File: src/hdl/urla_pkg.sv
// -----------------------------------------------------------------------------
// urla_pkg
// Constants and controller/datapath interface types of the line assembler.
// -----------------------------------------------------------------------------
`timescale 1ns / 1ps

package urla_pkg;

  localparam int LINE_BYTES = 32;
  localparam int AddrW      = (LINE_BYTES > 1) ? $clog2(LINE_BYTES) : 1;
  localparam int CountW     = $clog2(LINE_BYTES + 1);
  localparam int CharW      = 8;
  localparam int LenW       = 6;

  localparam logic [CharW-1:0] CharCr = 8'h0D;
  localparam logic [CharW-1:0] CharLf = 8'h0A;

  typedef struct packed {
    logic store_byte;   // write incoming word at fill count
    logic start_flush;  // latch incoming word, clear read index
    logic rd_en;        // read store at read index
    logic idx_inc;      // advance read index
    logic finish;       // end of flush, restart line
  } ctrl_cmd_t;

  typedef struct packed {
    logic enabled;
    logic is_cr;
    logic is_lf;
    logic full;
    logic count_zero;
    logic last;
  } dp_status_t;

endpackage

File: src/hdl/urla_ctrl.sv
// -----------------------------------------------------------------------------
// urla_ctrl
// Sequencer for the line assembler: byte intake, flush walk, output handshake.
// -----------------------------------------------------------------------------
`timescale 1ns / 1ps

module urla_ctrl (
  input  logic                  clk_i,
  input  logic                  rst_ni,
  input  logic                  rx_byte_valid_i,
  output logic                  rx_byte_ready_o,
  output logic                  line_valid_o,
  input  logic                  line_ready_i,
  input  urla_pkg::dp_status_t  status_i,
  output urla_pkg::ctrl_cmd_t   cmd_o
);
  import urla_pkg::*;

  typedef enum logic [2:0] {
    S_IDLE = 3'b001,
    S_READ = 3'b010,
    S_OUT  = 3'b100
  } state_e;

  state_e state_q, state_d;

  always_comb begin
    state_d         = state_q;
    cmd_o           = '0;
    rx_byte_ready_o = 1'b0;
    line_valid_o    = 1'b0;
    unique case (state_q)
      S_IDLE: begin
        rx_byte_ready_o = 1'b1;
        if (rx_byte_valid_i && status_i.enabled && !status_i.is_cr) begin
          if (status_i.is_lf || status_i.full) begin
            cmd_o.start_flush = 1'b1;
            state_d = status_i.count_zero ? S_OUT : S_READ;
          end else begin
            cmd_o.store_byte = 1'b1;
          end
        end
      end
      S_READ: begin
        cmd_o.rd_en = 1'b1;
        state_d     = S_OUT;
      end
      S_OUT: begin
        line_valid_o = 1'b1;
        if (line_ready_i) begin
          if (status_i.last) begin
            cmd_o.finish = 1'b1;
            state_d      = S_IDLE;
          end else begin
            cmd_o.idx_inc = 1'b1;
            state_d       = S_READ;
          end
        end
      end
      default: state_d = S_IDLE;
    endcase
  end

  always_ff @(posedge clk_i or negedge rst_ni) begin
    if (!rst_ni) begin
      state_q <= S_IDLE;
    end else begin
      state_q <= state_d;
    end
  end

endmodule

File: src/hdl/urla_datapath.sv
// -----------------------------------------------------------------------------
// urla_datapath
// Line store, fill count, read index, held word and result fields.
// -----------------------------------------------------------------------------
`timescale 1ns / 1ps

module urla_datapath (
  input  logic                          clk_i,
  input  logic                          rst_ni,
  input  logic                          rx_enable_we_i,
  input  logic                          rx_enable_wdata_i,
  input  logic [urla_pkg::CharW-1:0]    rx_byte_i,
  input  urla_pkg::ctrl_cmd_t           cmd_i,
  output urla_pkg::dp_status_t          status_o,
  output logic [urla_pkg::CharW-1:0]    line_char_o,
  output logic [urla_pkg::LenW-1:0]     line_length_o,
  output logic                          last_of_line_o,
  output logic                          empty_line_o
);
  import urla_pkg::*;

  logic [CharW-1:0]  store_mem [LINE_BYTES];
  logic [CharW-1:0]  rd_q;
  logic              rx_enable_q;
  logic [CountW-1:0] count_q, count_d;
  logic [AddrW-1:0]  idx_q, idx_d;
  logic              empty_q;
  logic [CharW-1:0]  pend_q;
  logic              pend_lf_q;
  logic              wr_en;
  logic [AddrW-1:0]  wr_addr;
  logic [CharW-1:0]  wr_data;

  always_ff @(posedge clk_i or negedge rst_ni) begin
    if (!rst_ni) begin
      rx_enable_q <= 1'b0;
    end else if (rx_enable_we_i) begin
      rx_enable_q <= rx_enable_wdata_i;
    end
  end

  // one write port: intake at fill count, or carried word at entry 0
  always_comb begin
    wr_en   = 1'b0;
    wr_addr = '0;
    wr_data = rx_byte_i;
    if (cmd_i.store_byte) begin
      wr_en   = 1'b1;
      wr_addr = count_q[AddrW-1:0];
    end else if (cmd_i.finish && !pend_lf_q) begin
      wr_en   = 1'b1;
      wr_data = pend_q;
    end
  end

  always_ff @(posedge clk_i) begin
    if (wr_en) begin
      store_mem[wr_addr] <= wr_data;
    end
    if (cmd_i.rd_en) begin
      rd_q <= store_mem[idx_q];
    end
  end

  always_comb begin
    count_d = count_q;
    if (cmd_i.store_byte) begin
      count_d = count_q + CountW'(1);
    end else if (cmd_i.finish) begin
      count_d = pend_lf_q ? '0 : CountW'(1);
    end
  end

  always_comb begin
    idx_d = idx_q;
    if (cmd_i.start_flush) begin
      idx_d = '0;
    end else if (cmd_i.idx_inc) begin
      idx_d = idx_q + AddrW'(1);
    end
  end

  always_ff @(posedge clk_i or negedge rst_ni) begin
    if (!rst_ni) begin
      count_q <= '0;
      idx_q   <= '0;
      empty_q <= 1'b0;
    end else begin
      count_q <= count_d;
      idx_q   <= idx_d;
      if (cmd_i.start_flush) begin
        empty_q <= (count_q == '0);
      end
    end
  end

  always_ff @(posedge clk_i) begin
    if (cmd_i.start_flush) begin
      pend_q    <= rx_byte_i;
      pend_lf_q <= (rx_byte_i == CharLf);
    end
  end

  assign status_o.enabled    = rx_enable_q;
  assign status_o.is_cr      = (rx_byte_i == CharCr);
  assign status_o.is_lf      = (rx_byte_i == CharLf);
  assign status_o.full       = (count_q >= CountW'(LINE_BYTES));
  assign status_o.count_zero = (count_q == '0);
  assign status_o.last       = last_of_line_o;

  assign line_char_o    = empty_q ? '0 : rd_q;
  assign line_length_o  = LenW'(count_q);
  assign last_of_line_o = empty_q || ((CountW'(idx_q) + CountW'(1)) == count_q);
  assign empty_line_o   = empty_q;

endmodule

File: src/hdl/uart_receive_line_assembler_core.sv
// -----------------------------------------------------------------------------
// uart_receive_line_assembler_core
// Gathers received serial bytes into lines and flushes each line as words.
// -----------------------------------------------------------------------------
// channel   direction  handshake                          payload
// rx_byte   in         rx_byte_valid_i / rx_byte_ready_o  rx_byte_i
// line      out        line_valid_o / line_ready_i        line_char_o, line_length_o,
//                                                         last_of_line_o, empty_line_o
// config    in         rx_enable_we_i                     rx_enable_wdata_i
//
// An ordinary byte is taken with a single write to the line store.
// A flush emits each word through a store read, then an output hold that
// lasts until line_ready_i, so each word is accepted before the next is read;
// an empty line skips the store read. No input word is taken during a flush.
// Reset clears the fill count, enable and controller; the store needs none.
// -----------------------------------------------------------------------------
`timescale 1ns / 1ps

module uart_receive_line_assembler_core (
  input  logic                       clk_i,
  input  logic                       rst_ni,
  input  logic                       rx_enable_we_i,
  input  logic                       rx_enable_wdata_i,
  input  logic                       rx_byte_valid_i,
  output logic                       rx_byte_ready_o,
  input  logic [urla_pkg::CharW-1:0] rx_byte_i,
  output logic                       line_valid_o,
  input  logic                       line_ready_i,
  output logic [urla_pkg::CharW-1:0] line_char_o,
  output logic [urla_pkg::LenW-1:0]  line_length_o,
  output logic                       last_of_line_o,
  output logic                       empty_line_o
);
  import urla_pkg::*;

  ctrl_cmd_t  cmd;
  dp_status_t status;

  urla_ctrl u_ctrl (
    .clk_i           (clk_i),
    .rst_ni          (rst_ni),
    .rx_byte_valid_i (rx_byte_valid_i),
    .rx_byte_ready_o (rx_byte_ready_o),
    .line_valid_o    (line_valid_o),
    .line_ready_i    (line_ready_i),
    .status_i        (status),
    .cmd_o           (cmd)
  );

  urla_datapath u_datapath (
    .clk_i             (clk_i),
    .rst_ni            (rst_ni),
    .rx_enable_we_i    (rx_enable_we_i),
    .rx_enable_wdata_i (rx_enable_wdata_i),
    .rx_byte_i         (rx_byte_i),
    .cmd_i             (cmd),
    .status_o          (status),
    .line_char_o       (line_char_o),
    .line_length_o     (line_length_o),
    .last_of_line_o    (last_of_line_o),
    .empty_line_o      (empty_line_o)
  );

endmodule

File: config.mk
export PLATFORM = sky130hd
export DESIGN_NAME = uart_receive_line_assembler_core
export DESIGN_NICKNAME = d
export VERILOG_FILES = /design/src/hdl/urla_pkg.sv /design/src/hdl/urla_ctrl.sv /design/src/hdl/urla_datapath.sv /design/src/hdl/uart_receive_line_assembler_core.sv
export SDC_FILE = /design/constraint.sdc
export NUM_CORES = 1
export LEC_CHECK = 0
export BUFFER_PORTS_ARGS = -buffer_cell sky130_fd_sc_hd__clkbuf_2
export CAP_MARGIN = 20
export CORE_MARGIN = 2
export CORE_UTILIZATION = 34
export CTS_CLUSTER_SIZE = 8
export DETAILED_ROUTE_END_ITERATION = 8
export PLACE_DENSITY_LB_ADDON = 0.05
export SLEW_MARGIN = 20
export SYNTH_ARGS = -nofsm -noshare
export SYNTH_HDL_FRONTEND = slang
export SYNTH_SLANG_ARGS = --single-unit
File: constraint.sdc
create_clock -name clk_i -period 3.7 [get_ports clk_i]
set_input_delay 0.555 -clock clk_i [delete_from_list [all_inputs] [get_ports clk_i]]
set_output_delay 0.555 -clock clk_i [all_outputs]
set_load 0.1 [all_outputs]
# Yosys cells after proc, flatten, opt, wreduce, memory -nomap -nowiden
# Memory sizes are Yosys's and may differ from the RTL's. A register that Yosys moved wholly into a read port is not among the register bits.
# Index checks and enable logic that the tools add are counted.
[word_totals]
reg_bits = 25
n_memories = 1
output_inout_bits = 18
ram_bits = 256
[classes]
n_addsub = 3
n_eq_ne = 9
reduce_logical = 11
mux = 30
n_lt_le_gt_ge = 1
[mem_list]
columns = ["memory", "words", "word_bits", "rd", "rd_ports_with_merged_regs", "write_ports", "line_no", "rtl"]
rows = [
  ["u_datapath.store_mem", 32, 8, 1, 1, 1, "urla_datapath.sv:22", "logic [CharW-1:0] store_mem [LINE_BYTES];"],
]
[op_table]
columns = ["operator", "count"]
rows = [
  ["$mux W8", 3],
  ["$eq A8 B4 Y1 const B", 2],
  ["$mux W5", 3],
  ["$mux W1", 12],
  ["$mux W3", 4],
  ["$mux W6", 2],
  ["$mux W2", 5],
  ["$pmux W3 S3", 1],
  ["$add A5 B1 Y6 const B", 1],
  ["$add A6 B1 Y6 const B", 1],
  ["$eq A6 B6 Y1", 1],
  ["$ge A6 B6 Y1 const B", 1],
  ["$logic_not A6 Y1", 1],
  ["$add A5 B1 Y5 const B", 1],
  ["$ne A2 B1 Y1 const B", 2],
  ["$reduce_bool A2 Y1", 2],
  ["$eq A3 B1 Y1 const B", 1],
  ["$eq A3 B2 Y1 const B", 1],
  ["$eq A3 B3 Y1 const B", 1],
  ["$logic_and A1 B1 Y1", 3],
  ["$reduce_and A3 Y1", 1],
  ["$logic_not A1 Y1", 2],
  ["$logic_or A1 B1 Y1", 2],
  ["$ne A2 B2 Y1 const B", 1],
]

# Longest topological paths before layout
# Gate-level depths: netlist of the first run.
[depth]
word_depth = 11
depth_mapped = 9

# By module
# Synthesis of the first run repeated with hierarchy kept, for this count alone.
[hier_totals]
hier_cells = 696
hier_area_um2 = 11936.4
[modules_own_cells]
columns = ["module", "instances", "seq_area_each_um2", "area_per_inst_um2", "cells_each"]
rows = [
  ["urla_datapath", 1, 8523.2, 11702.5, 673],
  ["urla_ctrl", 1, 76.3, 234.0, 23],
]

# Worst setup path before layout of the first run
# No wires, ideal clock.
[synth_timing]
path_type = "register to register"
startpoint = "reg u_ctrl.state_q[1]"
endpoint = "mem u_datapath.store_mem[0][0] (data pin)"
period_less_slack_ps = 4092
slack_ps = -392
setup_time_ps = 307
path_stages_with_launch = 6
arrival_time_ps = 3785
n_path_buf = 0
path_cell_list = "dfrtp_1 -> nor3b_1 -> nand2_1 -> nor2_1 -> o21ai_2 -> mux2_2"
[synth_between]
elab_chain_len = 5
[synth_rtl]
columns = ["element", "line_no", "rtl"]
rows = [
  ["start: declaration", "urla_ctrl.sv:25", "state_e state_q, state_d;"],
  ["start signal: assignment", "urla_ctrl.sv:68", "state_q <= state_d;"],
  ["$eq A3 B3 Y1", "urla_ctrl.sv:32", "unique case (state_q)"],
  ["$mux W2", "urla_ctrl.sv:32", ""],
  ["$logic_and A1 B1 Y1", "urla_datapath.sv:50", "end else if (cmd_i.finish && !pend_lf_q) begin"],
  ["$mux W8", "urla_datapath.sv:50", ""],
  ["$mux W8 (*)", "urla_datapath.sv:47", "if (cmd_i.store_byte) begin"],
  ["named net u_datapath.wr_data[0]", "urla_datapath.sv:32", "logic [CharW-1:0] wr_data;"],
  ["end: declaration", "urla_datapath.sv:22", ""],
]
# The timed path passes the listed nets; every way through them passes the cells marked *.

# Final worst setup path of the first run
[layout_timing]
startpoint = "reg u_datapath.idx_q[1]"
endpoint = "out last_of_line_o"
[layout_between]
elab_chain_len = 3
[layout_rtl]
columns = ["element", "line_no", "rtl"]
rows = [
  ["start: declaration", "urla_datapath.sv:26", "logic [AddrW-1:0] idx_q, idx_d;"],
  ["start signal: assignment", "urla_datapath.sv:90", "idx_q <= idx_d;"],
  ["$add A5 B1 Y6", "urla_datapath.sv:113", "assign last_of_line_o = empty_q || ((CountW'(idx_q) + CountW'(1)) == count_q);"],
  ["$eq A6 B6 Y1", "urla_datapath.sv:113", ""],
  ["$logic_or A1 B1 Y1", "urla_datapath.sv:113", ""],
  ["end: declaration", "uart_receive_line_assembler_core.sv:31", "output logic last_of_line_o,"],
]
# Every way passes these cells.

==> reports/results.ini, run 1 <==
[run_status]
outcome=completed

[sta]
final.min_clock_period_ns=3.19
finClkSkew_ns=0.0236
setup_tns_ns=0
max_clock_freq_ghz=0.314
slew_headroom_pct=43.2
rsz0062_at_grt=false
fin_crit_sh_pct=86.2
setup_viol=0
hold_ws_ns=0.268
tightest_slew_ns=0.852
maxSlewViolCount=0
hold_violations=0

[grt]
met2_usage_pct=27.2
grt_pass1_vias=6365
grt_overflow=0
grt.busiest_layer=met2
grt_max_degree=43
met1_usage_pct=24.8
antenna_found_initial=0
grt_use_total_pct=17.3
grt_pass1_wl_um=44200
gr-usage-met3_pct=2.85

[detailed_routing]
vias=6020
ant_nets=0
drc=0
dr.pass1.iters=4
routed_wl_um=30300
drt_iter0_drc=507
wl_per_cell_um=26.5
post_drt_via_cell_ratio=5.26

[clock_tree]
clkTransAtPathRegs_ns=0.06
clock_latency_ns=0.53
postCtsSetupRepairBufs=0
h-tree-depth=2
numCtsBuffers=42
root_buffer=clkbuf_16
cts_buffer_depth=3
clock_sinks=289
cts_tree=yes

[floorplanning]
dieHeight_um=189
core_area_um2=33700
dieWidth_um=189
die-area_um2=35900
num_rows=67
io_pins=32
initial_core_util_pct=34.7

[setup_path]
critPathKind=reg -> out
reg2reg_depth=6
end_kind=output port
cp.required_ns=3.14
crit_arrival_ns=2.63
crit_path_start_kind=flop
cp_max_fo=27

[hold_path]
worstHoldPathType=in -> reg
whs_path_depth=1

[synthesis]
yosys_warnings=0
syn_nets=588
synth_seq_area_share_pct=73.6
ys_ff_latch=289
synth_ff_type=edfxtp_1
synth_area_leader_cell=edfxtp_1
syn_avg_cell_area_um2=20.5
yosysTopAreaCellShare_pct=70.2
netlist_area_um2=11700
async_reset_ff_share_pct=5.54
yosysUniqueCellTypes=45
synthTopCellsByArea=edfxtp_1 70%, mux4_2 13%, dfrtp_1 3.2%
synth-edff-count=273
synthCells=571

[place]
io_buffers=31
dpl_cell_area_um2=12700
hpwlAfterDp_um=19700
place.gp.congestion=0.812

[cells_and_area]
syn2layout_area_growth_pct=19.0
utilization_pct=41.3
diodes=0
drive_gt1_share_pct=33.1
fin_area_um2=13900
nets=695
layout_common_cells=273 x edfxtp_1, 67 x mux4_2, 63 x buf_4
layout_commonest_cell=edfxtp_1

[power]
ir_drop_uv=265
p_per_area_nw_per_um2=568
p_leak_nw=4.52

[job]
maxCapViolCount=0

[what timing repair did]
action	in CTS	in global routing
resized for setup	0	0
hold endpoints to repair	15	0
hold buffers	1	0
[metal layers]
metal	share of wire, %	up-vias
li1	-	2570
met1	46	3223
met2	47	177
met3	5.0	50
met4	2.5	0
met5	0	-
[per-stage QoR]
step / instances / worst slack, ns / power (mW)
6_report: 1145 / 0.511 / 7.90
5_1_grt: 1145 / 0.341 / 8.18
4_1_cts: 1145 / 0.455 / 7.99
3_5_place_dp: 1081 / 0.632 / 4.53
3_3_place_gp: 1081 / 0.635 / 4.51
2_1_floorplan: 571 / 0.219 / 4.30
[logic make-up after synthesis]
group | after synthesis | synth area share, %
DFF | 289 | 73.6
and+or+nand+nor | 107 | 4.59
muxes | 97 | 17.5
buffers and inverters | 36 | 1.58
AOI/OAI and AO/OA | 34 | 2.06
xor gates and xnor gates | 5 | 0.375
adders and majority gates | 3 | 0.321
[cells in the mapped netlist (all sizes together), types with 4 or more instances]
cell and number:
edfxtp 273, mux4 80, nor2 41, clkbuf 17, mux2 17, dfrtp 15
buf 14, nand3 13, nand2 11, nor2b 11, o21ai 10, and3 6
inv 5, nor3 5, nor3b 5, a21oi 4, o31ai 4, or3 4
[critical path: stages, from the launching register on]
cell	delay (ns)
dfrtp_2	0.36
buf_4	0.38
nand3_1	0.24
xnor2_1	0.21
nand4_1	0.15
nor3_2	0.30
or2_2	0.18
buf_4	0.28
[report_power, final]
| part | internal, mW | switching, mW | leakage [nW] |
|---|---|---|---|
| clock network | 2.11 | 1.32 | 0.568 |
| registers | 3.68 | 0.112 | 2.66 |
| logic | 0.175 | 0.508 | 1.29 |
| total | 5.96 | 1.94 | 4.52 |
[flip-flops by register name (all words and copies together), names as in the netlist]
| name | flops |
|---|---|
| u_datapath.store_mem | 256 |
| u_datapath.pend_q | 8 |
| u_datapath.rd_q | 8 |
| u_datapath.line_length_o | 6 |
| u_datapath.idx_q | 5 |
| u_ctrl.state_q | 3 |
| u_datapath.empty_line_o | 1 |
| u_datapath.pend_lf_q | 1 |
| u_datapath.rx_enable_q | 1 |
[layout make-up]
type / instances / area [um^2]
Fill cell: 3029 / 19800
Inverter: 5 / 18.8
Sequential cell: 289 / 8600
Timing Repair Buffer: 94 / 633
Clock inverter: 3 / 41.3
Tap cell: 448 / 561
Clock buffer: 60 / 1140
Multi-Input combinational cell: 246 / 2910
[worst paths after layout]
| path | from | to | slack (ns) |
|---|---|---|---|
| worst min-delay path | rx_byte_i[4] | u_datapath.pend_q[4]$_DFFE_PP_ | 0.27 |
| worst max register to register | u_ctrl.state_q[0]$_DFFE_PN1P_ | u_datapath.store_mem[16][4]$_DFFE_PP_ | 0.61 |
| worst min register to register | u_datapath.rx_enable_q$_DFFE_PN0P_ | u_datapath.rx_enable_q$_DFFE_PN0P_ | 0.53 |
| max in group asynchronous | rst_ni | u_datapath.idx_q[0]$_DFFE_PN0P_ | 2.84 |
| min in group asynchronous | rst_ni | u_datapath.idx_q[0]$_DFFE_PN0P_ | 0.51 |
| worst max-delay path | u_datapath.idx_q[1]$_DFFE_PN0P_ | last_of_line_o | 0.51 |
No activity file was read; power rests on OpenSTA's default activity.
==> inputs of run 2 (changes only) <==
- CORE_ASPECT_RATIO: unset -> 0.7
==> reports/results.ini, run 2 (synthesis results as in run 1) <==
[detailed_routing]
routed_wl_um=30000  ; -0.86%
drt_iter0_drc=666  ; +31%
wl_per_cell_um=26.5  ; +0.10%
vias=5887  ; -2.2%
ant_nets=0  ; unchanged
drc=0  ; unchanged
post_drt_via_cell_ratio=5.19  ; -1.3%
dr.pass1.iters=5  ; +1

[floorplanning]
dieHeight_um=159  ; -16%
dieWidth_um=226  ; +19%
io_pins=32  ; unchanged
core_area_um2=33700  ; about the same
die-area_um2=35900  ; about the same
num_rows=56  ; -16%
initial_core_util_pct=34.7  ; about the same

[setup_path]
cp_max_fo=6  ; -78%
cp_slowest_cell=dfrtp_4
rrSetupSlack_ns=0.74  ; +0.13 ns
crit_path_start_kind=flop
end_kind=output port
critPathKind=reg -> out
cp.required_ns=3.14  ; about the same
crit_arrival_ns=2.59  ; -0.04 ns
crit_chain=ha_1 -> nor2b_1 -> nor3_1 -> a211oi_1 -> nor3_2 -> or2_2 -> buf_4
slowest_delay_ns=0.52  ; +0.14 ns

[place]
place.gp.congestion=0.815  ; +0.27%
io_buffers=31  ; unchanged
hpwlAfterDp_um=18300  ; -7.1%

[cells_and_area]
layout_commonest_cell=edfxtp_1
regMostFlops=u_datapath.store_mem
regArea_um2=8600  ; unchanged
diodes=0  ; unchanged
largest_reg_flops=256  ; unchanged
nets=678  ; -2.4%
utilization_pct=40.8  ; -0.45 points
multi_input_area_um2=2910  ; unchanged
syn2layout_area_growth_pct=17.8
layout_common_cells=273 x edfxtp_1, 67 x mux4_2, 45 x buf_4
reg.largest.list=u_datapath.store_mem x256, u_datapath.pend_q x8, u_datapath.rd_q x8
drive_gt1_share_pct=31.8  ; -1.4 points
fillCellCount=2967  ; -2.0%

[sta]
hold_violations=0  ; unchanged
setup_tns_ns=0  ; unchanged
final.min_clock_period_ns=3.14  ; -0.0468 ns
tightest_slew_ns=1.04  ; +0.188 ns
slew_headroom_pct=30.6  ; -13 points
rsz0062_at_grt=false
fin_crit_sh_pct=84.9  ; -1.3 points
hold_ws_ns=0.248  ; -0.0197 ns
setup_viol=0  ; unchanged
finClkSkew_ns=0.0190  ; -0.00464 ns
maxSlewViolCount=0  ; unchanged
max_clock_freq_ghz=0.318  ; +1.5%

[grt]
grt_max_degree=66  ; +53%
grt_pass1_wl_um=43500  ; -1.6%
grt_pass1_vias=6055  ; -4.9%
grt_use_total_pct=17.2  ; -0.12 points
antenna_found_initial=0  ; unchanged
grt_overflow=0  ; unchanged

[clock_tree]
cts_tree=yes
cts_buffer_depth=3  ; unchanged
numCtsBuffers=42  ; unchanged
root_buffer=clkbuf_16
clock_sinks=289  ; unchanged
clock_latency_ns=0.54  ; about the same
cts_hold_buffers=1  ; unchanged
postCtsSetupRepairBufs=0  ; unchanged
clkTransAtPathRegs_ns=0.05  ; about the same
cts_resized=0  ; unchanged
h-tree-depth=2  ; unchanged

[run_status]
outcome=completed

[power]
p_per_area_nw_per_um2=568  ; about the same
ir_drop_uv=353  ; +33%
p_leak_nw=4.41  ; -2.4%

[hold_path]
worstHoldPathType=in -> reg

[job]
maxCapViolCount=0  ; unchanged

[run 2: cell types whose count changed in the layout (fill, tap and decap cells not counted)]
cell,delta
buf_12,+1
buf_4,-18
clkbuf_1,-9
clkbuf_16,-1
clkinv_8,-1
inv_16,+1
[run 2: routing by layer]
layer	up-vias	track usage (%)	part of all wire [%]
met4	0	3.85	1.7
met3	51	4.23	7.5
met1	3130	25.6	47
met5	-	0	0
met2	180	25.6	44
li1	2526	-	-
[run 2: area by class of cell]
cell class / count / share of cell area (%)
Timing Repair Buffer: 77 / 3.76
Tap cell: 464 / 4.22
Multi-Input combinational cell: 246 / 21.2
Inverter: 5 / 0.136
Clock inverter: 3 / 0.327
Clock buffer: 50 / 7.86
Sequential cell: 289 / 62.5
[run 2: path summary, 6_finish.rpt]
kind / depth (start not counted) / endpoint / from
min in group asynchronous: 2 / u_datapath.line_length_o[2]$_DFFE_PN0P_ / rst_ni
hold reg to reg: 1 / u_datapath.rx_enable_q$_DFFE_PN0P_ / u_datapath.rx_enable_q$_DFFE_PN0P_
setup / recovery: 7 / last_of_line_o / u_datapath.idx_q[0]$_DFFE_PN0P_
hold / removal: 1 / u_datapath.pend_q[3]$_DFFE_PP_ / rx_byte_i[3]
max in group asynchronous: 2 / u_datapath.idx_q[0]$_DFFE_PN0P_ / rst_ni
setup reg to reg: 8 / u_datapath.store_mem[31][7]$_DFFE_PP_ / u_datapath.idx_q[0]$_DFFE_PN0P_
[run 2: power breakdown]
part / switching (mW) / internal, mW
clock: 1.33 / 2.03
combinational: 0.504 / 0.168
sequential: 0.0993 / 3.68
total: 1.93 / 5.88
[run 2: through the flow]
stage          cells  instance area, um^2  worst slack (ns)  total power [mW]
6_report        1134                13800             0.558              7.81
5_1_grt         1134                13800             0.438              8.12
4_1_cts         1134                13800             0.523              7.91
3_5_place_dp    1080                12600             0.733              4.52
3_3_place_gp    1080                12600             0.771              4.51
2_1_floorplan    571                11700             0.219              4.30
[run 2: critical path, delay by kind of cell, from the launching register on]
kind	cells	cell delay (ns)
flops	1	0.52
simple gates	4	0.90
compound gates	1	0.09
buf+inv	1	0.28
fa+ha+maj	1	0.27
